[src/rtl/vdq_pkg.sv]
// ----------------------------------------------------------------------------
// vdq_pkg
// Types, angle constants and the arctangent table of the direction quantizer.
// ----------------------------------------------------------------------------
`timescale 1ns / 1ps

package vdq_pkg;

   // angles are Q9.8 degrees
   localparam int Z_BITS    = 17;
   localparam int ANG_BITS  = 17;
   localparam int ATAN_BITS = 14;
   localparam int ATAN_ENTRIES = 24;

   localparam logic [ANG_BITS-1:0] DEG_90    = 17'd23040;
   localparam logic [ANG_BITS-1:0] DEG_180   = 17'd46080;
   localparam logic [ANG_BITS-1:0] DEG_360   = 17'd92160;
   localparam logic [ANG_BITS-1:0] OFFS_22_5 = 17'd5760;
   localparam logic [ANG_BITS-1:0] OFFS_45   = 17'd11520;

   // floor(a / 45) and floor(a / 90) as (a * R) >> 16, exact for a < 512
   localparam int RECIP_SHIFT = 16;
   localparam logic [10:0] RECIP_45 = 11'd1457;
   localparam logic [9:0]  RECIP_90 = 10'd729;

   localparam logic [8:0] DEG_OFFSET = 9'd68;
   localparam logic [8:0] DEG_FULL   = 9'd360;

   localparam logic [8:0] CODE_UP       = 9'd0;
   localparam logic [8:0] CODE_UP_LEAN  = 9'd1;
   localparam logic [8:0] CODE_DOWN     = 9'd4;
   localparam logic [8:0] CODE_DOWN_LEAN = 9'd5;
   localparam logic [8:0] CODE_DOWN_DEG = 9'd180;

   // atan(2^-i) in Q9.8, rounded
   localparam logic [ATAN_BITS-1:0] ATAN_TABLE [ATAN_ENTRIES] = '{
      14'd11520, 14'd6801, 14'd3593, 14'd1824, 14'd916, 14'd458, 14'd229, 14'd115,
      14'd57,    14'd29,   14'd14,   14'd7,    14'd4,   14'd2,   14'd1,   14'd0,
      14'd0,     14'd0,    14'd0,    14'd0,    14'd0,   14'd0,   14'd0,   14'd0
   };

   typedef enum logic [1:0] {
      MODE_FOUR    = 2'd0,
      MODE_EIGHT   = 2'd1,
      MODE_DEGREES = 2'd2,
      MODE_LEAN    = 2'd3
   } mode_type;

   typedef struct packed {
      mode_type action;
      logic     dx_zero;
      logic     dx_neg;
      logic     dy_neg;
   } meta_type;

endpackage

[src/rtl/vdq_channels.sv]
// ----------------------------------------------------------------------------
// vdq_req_if / vdq_rsp_if
// Valid/ready channels for point pairs and for heading results.
// ----------------------------------------------------------------------------
`timescale 1ns / 1ps

interface vdq_req_if #(
   parameter int COORD_BITS = 16
);
   logic                         valid;
   logic                         ready;
   logic [1:0]                   action;
   logic signed [COORD_BITS-1:0] from_x;
   logic signed [COORD_BITS-1:0] from_y;
   logic signed [COORD_BITS-1:0] to_x;
   logic signed [COORD_BITS-1:0] to_y;

   modport source (output valid, action, from_x, from_y, to_x, to_y, input ready);
   modport sink   (input valid, action, from_x, from_y, to_x, to_y, output ready);
endinterface

interface vdq_rsp_if;
   logic       valid;
   logic       ready;
   logic [8:0] heading;

   modport source (output valid, heading, input ready);
   modport sink   (input valid, heading, output ready);
endinterface

[src/rtl/vdq_prep.sv]
// ----------------------------------------------------------------------------
// vdq_prep
// Forms dx, dy and their magnitudes; records the signs and the mode.
// ----------------------------------------------------------------------------
`timescale 1ns / 1ps

module vdq_prep #(
   parameter int COORD_BITS = 16
) (
   input  logic                           clock,
   input  logic                           reset,
   input  logic                           in_valid,
   output logic                           in_ready,
   input  logic [1:0]                     action,
   input  logic signed [COORD_BITS-1:0]   from_x,
   input  logic signed [COORD_BITS-1:0]   from_y,
   input  logic signed [COORD_BITS-1:0]   to_x,
   input  logic signed [COORD_BITS-1:0]   to_y,
   output logic                           out_valid,
   input  logic                           out_ready,
   output logic signed [COORD_BITS+2:0]   x_o,
   output logic signed [COORD_BITS+2:0]   y_o,
   output vdq_pkg::meta_type              meta_o
);
   import vdq_pkg::*;

   localparam int DW = COORD_BITS + 1;

   logic signed [DW-1:0]     dx;
   logic signed [DW-1:0]     dy;
   logic [DW-1:0]            ax;
   logic [DW-1:0]            ay;
   logic                     valid_ff;
   logic signed [DW+1:0]     x_ff, x_in;
   logic signed [DW+1:0]     y_ff, y_in;
   meta_type                 meta_ff, meta_in;

   always_comb begin
      dx = {to_x[COORD_BITS-1], to_x} - {from_x[COORD_BITS-1], from_x};
      dy = {to_y[COORD_BITS-1], to_y} - {from_y[COORD_BITS-1], from_y};
      // the most negative difference negates to itself, read unsigned it is right
      ax = dx[DW-1] ? DW'(-dx) : DW'(dx);
      ay = dy[DW-1] ? DW'(-dy) : DW'(dy);
      x_in = {2'b00, ax};
      y_in = {2'b00, ay};
      meta_in.action  = mode_type'(action);
      meta_in.dx_zero = (dx == '0);
      meta_in.dx_neg  = dx[DW-1];
      meta_in.dy_neg  = dy[DW-1];
   end

   assign in_ready = !valid_ff || out_ready;

   always_ff @(posedge clock) begin
      if (reset) begin
         valid_ff <= 1'b0;
      end else if (in_ready) begin
         valid_ff <= in_valid;
      end
   end

   always_ff @(posedge clock) begin
      if (in_ready && in_valid) begin
         x_ff    <= x_in;
         y_ff    <= y_in;
         meta_ff <= meta_in;
      end
   end

   assign out_valid = valid_ff;
   assign x_o       = x_ff;
   assign y_o       = y_ff;
   assign meta_o    = meta_ff;
endmodule

[src/rtl/vdq_cordic_stage.sv]
// ----------------------------------------------------------------------------
// vdq_cordic_stage
// One registered vectoring micro-rotation: drive y toward zero, sum the angle.
// ----------------------------------------------------------------------------
`timescale 1ns / 1ps

module vdq_cordic_stage #(
   parameter int COORD_BITS = 16,
   parameter int STAGE      = 0
) (
   input  logic                                 clock,
   input  logic                                 reset,
   input  logic                                 in_valid,
   output logic                                 in_ready,
   input  logic signed [COORD_BITS+2:0]         x_i,
   input  logic signed [COORD_BITS+2:0]         y_i,
   input  logic signed [vdq_pkg::Z_BITS-1:0]    z_i,
   input  vdq_pkg::meta_type                    meta_i,
   output logic                                 out_valid,
   input  logic                                 out_ready,
   output logic signed [COORD_BITS+2:0]         x_o,
   output logic signed [COORD_BITS+2:0]         y_o,
   output logic signed [vdq_pkg::Z_BITS-1:0]    z_o,
   output vdq_pkg::meta_type                    meta_o
);
   import vdq_pkg::*;

   localparam int XW = COORD_BITS + 3;
   localparam logic signed [Z_BITS-1:0] ANGLE =
      $signed({{(Z_BITS-ATAN_BITS){1'b0}}, ATAN_TABLE[STAGE]});

   logic signed [XW-1:0]     xs;
   logic signed [XW-1:0]     ys;
   logic                     valid_ff;
   logic signed [XW-1:0]     x_ff, x_in;
   logic signed [XW-1:0]     y_ff, y_in;
   logic signed [Z_BITS-1:0] z_ff, z_in;
   meta_type                 meta_ff;

   always_comb begin
      xs   = x_i >>> STAGE;
      ys   = y_i >>> STAGE;
      x_in = x_i;
      y_in = y_i;
      z_in = z_i;
      // a zero residual rotates nothing
      if (y_i > 0) begin
         x_in = x_i + ys;
         y_in = y_i - xs;
         z_in = z_i + ANGLE;
      end else if (y_i < 0) begin
         x_in = x_i - ys;
         y_in = y_i + xs;
         z_in = z_i - ANGLE;
      end
   end

   assign in_ready = !valid_ff || out_ready;

   always_ff @(posedge clock) begin
      if (reset) begin
         valid_ff <= 1'b0;
      end else if (in_ready) begin
         valid_ff <= in_valid;
      end
   end

   always_ff @(posedge clock) begin
      if (in_ready && in_valid) begin
         x_ff    <= x_in;
         y_ff    <= y_in;
         z_ff    <= z_in;
         meta_ff <= meta_i;
      end
   end

   assign out_valid = valid_ff;
   assign x_o       = x_ff;
   assign y_o       = y_ff;
   assign z_o       = z_ff;
   assign meta_o    = meta_ff;
endmodule

[src/rtl/vdq_post.sv]
// ----------------------------------------------------------------------------
// vdq_post
// Clamps the CORDIC angle to one quadrant and restores the full heading.
// ----------------------------------------------------------------------------
`timescale 1ns / 1ps

module vdq_post (
   input  logic                                 clock,
   input  logic                                 reset,
   input  logic                                 in_valid,
   output logic                                 in_ready,
   input  logic signed [vdq_pkg::Z_BITS-1:0]    z_i,
   input  vdq_pkg::meta_type                    meta_i,
   output logic                                 out_valid,
   input  logic                                 out_ready,
   output logic [vdq_pkg::ANG_BITS-1:0]         d_o,
   output vdq_pkg::meta_type                    meta_o
);
   import vdq_pkg::*;

   logic [ANG_BITS-1:0] q;
   logic [ANG_BITS-1:0] d_raw;
   logic                valid_ff;
   logic [ANG_BITS-1:0] d_ff, d_in;
   meta_type            meta_ff;

   always_comb begin
      if (z_i[Z_BITS-1]) begin
         q = '0;
      end else if (ANG_BITS'(z_i) > DEG_90) begin
         q = DEG_90;
      end else begin
         q = ANG_BITS'(z_i);
      end
      if (!meta_i.dy_neg) begin
         d_raw = meta_i.dx_neg ? DEG_180 - q : q;
      end else begin
         d_raw = meta_i.dx_neg ? DEG_180 + q : DEG_360 - q;
      end
      // fold a full turn back to zero
      d_in = (d_raw >= DEG_360) ? d_raw - DEG_360 : d_raw;
   end

   assign in_ready = !valid_ff || out_ready;

   always_ff @(posedge clock) begin
      if (reset) begin
         valid_ff <= 1'b0;
      end else if (in_ready) begin
         valid_ff <= in_valid;
      end
   end

   always_ff @(posedge clock) begin
      if (in_ready && in_valid) begin
         d_ff    <= d_in;
         meta_ff <= meta_i;
      end
   end

   assign out_valid = valid_ff;
   assign d_o       = d_ff;
   assign meta_o    = meta_ff;
endmodule

[src/rtl/vdq_quant.sv]
// ----------------------------------------------------------------------------
// vdq_quant
// Maps the heading angle to the code of the selected mode; output register.
// ----------------------------------------------------------------------------
`timescale 1ns / 1ps

module vdq_quant (
   input  logic                           clock,
   input  logic                           reset,
   input  logic                           in_valid,
   output logic                           in_ready,
   input  logic [vdq_pkg::ANG_BITS-1:0]   d_i,
   input  vdq_pkg::meta_type              meta_i,
   output logic                           out_valid,
   input  logic                           out_ready,
   output logic [8:0]                     heading
);
   import vdq_pkg::*;

   logic [ANG_BITS-1:0] sum8;
   logic [ANG_BITS-1:0] sum4;
   logic [8:0]          a8;
   logic [8:0]          a4;
   logic [19:0]         p45;
   logic [18:0]         p90;
   logic [2:0]          octant;
   logic [1:0]          quad;
   logic [8:0]          deg_sum;
   logic [8:0]          deg;
   logic                valid_ff;
   logic [8:0]          heading_ff, heading_in;

   always_comb begin
      sum8    = d_i + OFFS_22_5;
      sum4    = d_i + OFFS_45;
      a8      = sum8[ANG_BITS-1:8];
      a4      = sum4[ANG_BITS-1:8];
      p45     = 20'(a8) * 20'(RECIP_45);
      p90     = 19'(a4) * 19'(RECIP_90);
      octant  = p45[RECIP_SHIFT+2:RECIP_SHIFT] + 3'd2;
      quad    = p90[RECIP_SHIFT+1:RECIP_SHIFT] + 2'd1;
      deg_sum = a8 + DEG_OFFSET;
      deg     = (deg_sum >= DEG_FULL) ? deg_sum - DEG_FULL : deg_sum;

      if (meta_i.dx_zero) begin
         // vertical or zero vector: fixed answers
         if (!meta_i.dy_neg) begin
            case (meta_i.action)
               MODE_DEGREES: heading_in = CODE_DOWN_DEG;
               MODE_LEAN:    heading_in = CODE_DOWN_LEAN;
               default:      heading_in = CODE_DOWN;
            endcase
         end else begin
            heading_in = (meta_i.action == MODE_LEAN) ? CODE_UP_LEAN : CODE_UP;
         end
      end else begin
         case (meta_i.action)
            MODE_EIGHT:   heading_in = {6'd0, octant};
            MODE_DEGREES: heading_in = deg;
            MODE_LEAN:    heading_in = {6'd0, quad, 1'b1};
            default:      heading_in = {6'd0, quad, 1'b0};
         endcase
      end
   end

   assign in_ready = !valid_ff || out_ready;

   always_ff @(posedge clock) begin
      if (reset) begin
         valid_ff <= 1'b0;
      end else if (in_ready) begin
         valid_ff <= in_valid;
      end
   end

   always_ff @(posedge clock) begin
      if (in_ready && in_valid) begin
         heading_ff <= heading_in;
      end
   end

   assign out_valid = valid_ff;
   assign heading   = heading_ff;
endmodule

[src/rtl/vector_direction_quantizer.sv]
// ----------------------------------------------------------------------------
// vector_direction_quantizer
// Heading of the vector between two screen points, quantized by mode.
//
//   channel   direction  payload                              transfer
//   req_chan  in         action, from_x, from_y, to_x, to_y   valid && ready
//   rsp_chan  out        heading                              valid && ready
//
// One item enters per cycle while rsp_chan does not stall; each result passes
// through one prep stage, one stage per CORDIC micro-rotation, one
// quadrant-restore stage and the output register.
// Every stage holds when the stage after it is full and stalled; bubbles
// collapse, so req_chan.ready stays high whenever the output register is empty.
// Reset clears the valid bits of all stages.
// ----------------------------------------------------------------------------
`timescale 1ns / 1ps

module vector_direction_quantizer #(
   parameter int COORD_BITS    = 16,
   parameter int CORDIC_STAGES = 16
) (
   input  logic          clock,
   input  logic          reset,
   vdq_req_if.sink       req_chan,
   vdq_rsp_if.source     rsp_chan
);
   import vdq_pkg::*;

   localparam int XW = COORD_BITS + 3;

   logic                     valid_s [0:CORDIC_STAGES];
   logic                     ready_s [0:CORDIC_STAGES];
   logic signed [XW-1:0]     x_s     [0:CORDIC_STAGES];
   logic signed [XW-1:0]     y_s     [0:CORDIC_STAGES];
   logic signed [Z_BITS-1:0] z_s     [0:CORDIC_STAGES];
   meta_type                 meta_s  [0:CORDIC_STAGES];

   logic                     post_valid;
   logic                     post_ready;
   logic [ANG_BITS-1:0]      post_d;
   meta_type                 post_meta;

   vdq_prep #(
      .COORD_BITS (COORD_BITS)
   ) u_prep (
      .clock     (clock),
      .reset     (reset),
      .in_valid  (req_chan.valid),
      .in_ready  (req_chan.ready),
      .action    (req_chan.action),
      .from_x    (req_chan.from_x),
      .from_y    (req_chan.from_y),
      .to_x      (req_chan.to_x),
      .to_y      (req_chan.to_y),
      .out_valid (valid_s[0]),
      .out_ready (ready_s[0]),
      .x_o       (x_s[0]),
      .y_o       (y_s[0]),
      .meta_o    (meta_s[0])
   );

   // angle accumulator starts at zero
   assign z_s[0] = '0;

   for (genvar i = 0; i < CORDIC_STAGES; i++) begin : g_cordic
      vdq_cordic_stage #(
         .COORD_BITS (COORD_BITS),
         .STAGE      (i)
      ) u_stage (
         .clock     (clock),
         .reset     (reset),
         .in_valid  (valid_s[i]),
         .in_ready  (ready_s[i]),
         .x_i       (x_s[i]),
         .y_i       (y_s[i]),
         .z_i       (z_s[i]),
         .meta_i    (meta_s[i]),
         .out_valid (valid_s[i+1]),
         .out_ready (ready_s[i+1]),
         .x_o       (x_s[i+1]),
         .y_o       (y_s[i+1]),
         .z_o       (z_s[i+1]),
         .meta_o    (meta_s[i+1])
      );
   end

   vdq_post u_post (
      .clock     (clock),
      .reset     (reset),
      .in_valid  (valid_s[CORDIC_STAGES]),
      .in_ready  (ready_s[CORDIC_STAGES]),
      .z_i       (z_s[CORDIC_STAGES]),
      .meta_i    (meta_s[CORDIC_STAGES]),
      .out_valid (post_valid),
      .out_ready (post_ready),
      .d_o       (post_d),
      .meta_o    (post_meta)
   );

   vdq_quant u_quant (
      .clock     (clock),
      .reset     (reset),
      .in_valid  (post_valid),
      .in_ready  (post_ready),
      .d_i       (post_d),
      .meta_i    (post_meta),
      .out_valid (rsp_chan.valid),
      .out_ready (rsp_chan.ready),
      .heading   (rsp_chan.heading)
   );
endmodule

[src/flat_wrapper.sv]
// flat-port wrapper written by rule: the top's interface ports become plain ports
module vector_direction_quantizer_flat import vdq_pkg::*;
#(
   parameter int COORD_BITS    = 16,
   parameter int CORDIC_STAGES = 16
)
  (clock, reset, req_chan_valid, req_chan_action, req_chan_from_x, req_chan_from_y, req_chan_to_x, req_chan_to_y, req_chan_ready, rsp_chan_valid, rsp_chan_heading, rsp_chan_ready);
  vdq_req_if #(.COORD_BITS(COORD_BITS)) req_chan_i ();
  vdq_rsp_if rsp_chan_i ();
  input  logic clock;
  input  logic reset;
  input wire logic [$bits(req_chan_i.valid)-1:0] req_chan_valid;
  input wire logic [$bits(req_chan_i.action)-1:0] req_chan_action;
  input wire logic [$bits(req_chan_i.from_x)-1:0] req_chan_from_x;
  input wire logic [$bits(req_chan_i.from_y)-1:0] req_chan_from_y;
  input wire logic [$bits(req_chan_i.to_x)-1:0] req_chan_to_x;
  input wire logic [$bits(req_chan_i.to_y)-1:0] req_chan_to_y;
  output wire logic [$bits(req_chan_i.ready)-1:0] req_chan_ready;
  output wire logic [$bits(rsp_chan_i.valid)-1:0] rsp_chan_valid;
  output wire logic [$bits(rsp_chan_i.heading)-1:0] rsp_chan_heading;
  input wire logic [$bits(rsp_chan_i.ready)-1:0] rsp_chan_ready;
  assign req_chan_i.valid = req_chan_valid;
  assign req_chan_i.action = req_chan_action;
  assign req_chan_i.from_x = req_chan_from_x;
  assign req_chan_i.from_y = req_chan_from_y;
  assign req_chan_i.to_x = req_chan_to_x;
  assign req_chan_i.to_y = req_chan_to_y;
  assign req_chan_ready = req_chan_i.ready;
  assign rsp_chan_valid = rsp_chan_i.valid;
  assign rsp_chan_heading = rsp_chan_i.heading;
  assign rsp_chan_i.ready = rsp_chan_ready;
  vector_direction_quantizer #(.COORD_BITS(COORD_BITS), .CORDIC_STAGES(CORDIC_STAGES)) u_core (.clock(clock), .reset(reset), .req_chan(req_chan_i), .rsp_chan(rsp_chan_i));
endmodule
[config.mk]
export PLATFORM = sky130hd
export DESIGN_NAME = vector_direction_quantizer_flat
export DESIGN_NICKNAME = d
export VERILOG_FILES = /design/src/rtl/vdq_pkg.sv /design/src/rtl/vdq_channels.sv /design/src/rtl/vdq_prep.sv /design/src/rtl/vdq_cordic_stage.sv /design/src/rtl/vdq_post.sv /design/src/rtl/vdq_quant.sv /design/src/rtl/vector_direction_quantizer.sv /design/src/flat_wrapper.sv
export SDC_FILE = /design/constraint.sdc
export NUM_CORES = 2
export LEC_CHECK = 0
export BUFFER_PORTS_ARGS = -buffer_cell sky130_fd_sc_hd__buf_2
export CORE_MARGIN = 1.5
export CORE_UTILIZATION = 40
export CTS_CLUSTER_DIAMETER = 40
export DETAILED_ROUTE_END_ITERATION = 16
export PLACE_DENSITY = 0.62
export SLEW_MARGIN = 10
export SYNTH_ARGS = -nofsm -noshare
export SYNTH_HDL_FRONTEND = slang
export SYNTH_SLANG_ARGS = --single-unit
[constraint.sdc]
create_clock -name clock -period 14.35 [get_ports clock]
set_clock_uncertainty 0.2 [all_clocks]
set_input_delay 1.435 -clock clock [delete_from_list [all_inputs] [get_ports clock]]
set_output_delay 1.435 -clock clock [all_outputs]
set_load 0.01 [all_outputs]
==> results.json <==
{
  "finalMaxSlewViolations": 0,
  "grt_usage_pct": 22.4,
  "syn-instance-count": 10200,
  "rsz0062_at_grt": "false",
  "nets": 11300,
  "synth_fp_nets": 11400,
  "swShare_pct": 30.0,
  "cp-end-kind": "flop",
  "dieArea_um2": 224000,
  "top_layer": "met5",
  "ant_nets": 0,
  "vias_per_cell": 5.89,
  "cpMostUsedCell": "inv_1",
  "cp-start-kind": "flop",
  "insertion_delay_ps": 830,
  "fin_crit_ps": 6420,
  "diodes": 0,
  "yosys_most_used_dff": "edfxtp_1",
  "ios": 81,
  "core_area_um2": 220000,
  "combPwrFrac_pct": 18.9,
  "area_growth_pct": 10.5,
  "pwr-share-seq_pct": 34.9,
  "grt_pass1_wl_um": 407000,
  "wl_met1_um": 120000,
  "cts.repair.resized": 0,
  "dp_hpwl_um": 199000,
  "layout_commonest_cell": "ha_1",
  "wl_per_cell_um": 19.9,
  "hp-class": "flop to flop",
  "ys_seq_elements": 908,
  "fin_tns_setup_ps": 0,
  "rows": 172,
  "cts-buffers-inserted": 172,
  "postCtsHoldBufs": 0,
  "r2r-start": "u_core.u_post.d_o[9]$_DFFE_PP_",
  "crit_type": "flop to flop",
  "finalHoldViolations": 0,
  "critPathTopFamily": "adder cells",
  "synth-seq-area-share_pct": 30.7,
  "cp_slowest_cell": "edfxtp_1",
  "yosysTopAreaCell": "edfxtp_1",
  "hold_start": "u_core.g_cordic[6].u_stage.meta_o[4]$_DFFE_PP_",
  "num_vias": 77200,
  "wirelength_um": 260000,
  "finalCritPeriodShare_pct": 44.8,
  "path_buf_inv": 4,
  "drive_gt1_share_pct": 6.36,
  "peakVddDrop_mv": 0.103,
  "die_h_um": 473,
  "wl_met2_um": 120000,
  "synth_area_um2": 88300,
  "fin_util_pct": 44.5,
  "layout_common_cells": "1,098 x ha_1, 941 x inv_1, 889 x edfxtp_1, 878 x a21oi_1, 786 x nor2_1",
  "yosys-top-cells-area": "edfxtp_1 30%, ha_1 16%, a21oi_1 5.0%",
  "cp_slowest_stage_delay_ps": 530,
  "synthArstFlopShare_pct": 0,
  "clk_pin_slew_worst_paths_ps": 60,
  "drc": 0,
  "finalPower_mw": 9.00,
  "drt_iter0_drc": 6411,
  "worstRegToRegCells": 23,
  "intPower_mw": 6.30,
  "first_pass_iters": 8,
  "hold_depth": 0,
  "critPathRequiredTime_ps": 14700,
  "synth.top_cell.area_share_pct": 30.2,
  "cts_tree": "built",
  "grt_overflow": 0,
  "grt_antenna_before_repair": 5,
  "worst_slew_pin_slew_ps": 1160,
  "root_buffer": "clkbuf_16",
  "power_density_nw_per_um2": 92.2,
  "htreeDepth": 4,
  "fp.dieW_um": 473,
  "max_freq_mhz": 156,
  "p_leak_nw": 39.5,
  "status": "completed",
  "cts_sinks": 908,
  "drv_cap": 0,
  "cts_setup_buffers": 0,
  "cp.arrival_ps": 6770,
  "clockBufferDepth": 3,
  "synth_edf_count": 889,
  "wl_met3_um": 13300,
  "clkPwrFrac_pct": 46.1,
  "cp_cell_sequence": "inv_1 > ha_1 > a211o_1 > a21oi_1 > nand2b_1 > xor2_1 > inv_1 > ha_1 > fa_1 > fa_1 > inv_1 > fa_1 > inv_1 > ha_1 > nand4_1 > nor2_1 > nand3_1 > o2111ai_1 > xor2_1 > o22ai_1 > mux2i_1 > o41ai_1 > o21ai_0",
  "critical_path.max_fanout": 9,
  "path_depth": 23,
  "first_global_vias": 72900,
  "setup_viol": 0,
  "nFillCells": 21100,
  "synth_cell_types": 111,
  "max-slew-margin-rel_pct": 22.6,
  "yosysWarnings": 0,
  "syn_area_per_cell_um2": 8.69,
  "grt_max_degree": 61,
  "crit_path_start": "u_core.u_post.d_o[9]$_DFFE_PP_",
  "initial_core_util_pct": 40.2,
  "p_sw_mw": 2.70,
  "place.gp.congestion": 0.905,
  "port_buffers": 80
}
## logic make-up after synthesis
kind of cell,share of synthesized area [%]
flops,30.7
xor+xnor,5.44
compound gates,23.6
mux,0.517
simple gates,16.2
buf+inv,5.88
fa+ha+maj,17.7
## area by class of cell
type / instances / area, um^2 / share of cell area, %
Clock buffer: 185 / 4400 / 4.50
Clock inverter: 132 / 1610 / 1.65
Inverter: 950 / 3570 / 3.65
Multi-Input combinational cell: 7879 / 56300 / 57.7
Sequential cell: 908 / 27100 / 27.7
Tap cell: 2871 / 3590 / 3.68
Timing Repair Buffer: 170 / 1090 / 1.12
## synth_stat cells, types with 26 or more instances
| library cell | instances |
|---|---|
| nor3_1 | 340 |
| o22a_1 | 41 |
| or3_1 | 165 |
| a31oi_1 | 171 |
| or2_2 | 59 |
| inv_1 | 942 |
| a211o_1 | 36 |
| buf_1 | 27 |
| xor2_1 | 161 |
| nor2_1 | 791 |
| a211oi_1 | 88 |
| o31ai_1 | 82 |
| o21ai_0 | 561 |
| nand2b_1 | 172 |
| nor2b_1 | 158 |
| nand4_1 | 67 |
| o211ai_1 | 66 |
| nor3b_1 | 37 |
| nand3_1 | 179 |
| a21oi_1 | 880 |
| a21o_1 | 135 |
| o31a_1 | 26 |
| and2_1 | 28 |
| a221oi_1 | 82 |
| ha_1 | 1098 |
| o41ai_1 | 53 |
| or4_1 | 31 |
| mux2i_1 | 31 |
| edfxtp_1 | 889 |
| and3_1 | 93 |
| clkbuf_1 | 381 |
| fa_1 | 93 |
| a221o_1 | 31 |
| nand3b_1 | 31 |
| o21bai_1 | 153 |
| a2bb2oi_1 | 31 |
| o21a_1 | 79 |
| o22ai_1 | 261 |
| a22oi_1 | 54 |
| nor4_1 | 103 |
| xnor2_1 | 380 |
| nand2_1 | 585 |
## flip-flops by register name, summed over array words and instances (netlist names), 5 cells and up
signal,cells
u_core.g_cordic.u_stage.y_o,265
u_core.g_cordic.u_stage.z_o,249
u_core.g_cordic.u_stage.x_o,233
u_core.g_cordic.u_stage.meta_o,80
u_core.u_prep.x_o,17
u_core.u_prep.y_o,17
u_core.g_cordic.u_stage.out_valid,16
u_core.u_post.d_o,10
u_core.u_quant.heading,9
u_core.u_prep.meta_o,5
## power by group through the flow
stage | Sequential [mW] | Clock [mW] | Combinational [mW]
after floorplan | 3.14 | 0 | 1.31
after detailed placement | 3.19 | 0 | 1.66
final | 3.14 | 4.15 | 1.70
after global placement | 3.19 | 0 | 1.64
after CTS | 3.14 | 4.24 | 1.68
after global routing | 3.15 | 4.36 | 1.90
## layer usage
metal	GRT usage [%]	vias to the layer above
met5	0	-
met3	2.58	408
met1	30.8	37200
met4	6.75	2
li1	-	37300
met2	36.8	2269
## worst paths after layout
kind,endpoint,slack [ps]
setup / recovery,u_core.u_quant.heading[2]$_DFFE_PP_,7930
hold / removal,u_core.g_cordic[7].u_stage.meta_o[4]$_DFFE_PP_,210
setup reg to reg,u_core.u_quant.heading[2]$_DFFE_PP_,7930
hold reg to reg,u_core.g_cordic[7].u_stage.meta_o[4]$_DFFE_PP_,210
## through the flow
stage	hold WS [ps]	area [um^2]	std cells	setup slack [ps]
after floorplan	200	88300	10200	6740
after global routing	218	97600	13100	7480
after CTS	206	97600	13100	7860
final	209	97600	13100	7930
after detailed placement	205	91600	12800	7960
after global placement	201	91600	12800	7880
Note: power is estimated with default switching activity, not from simulation.
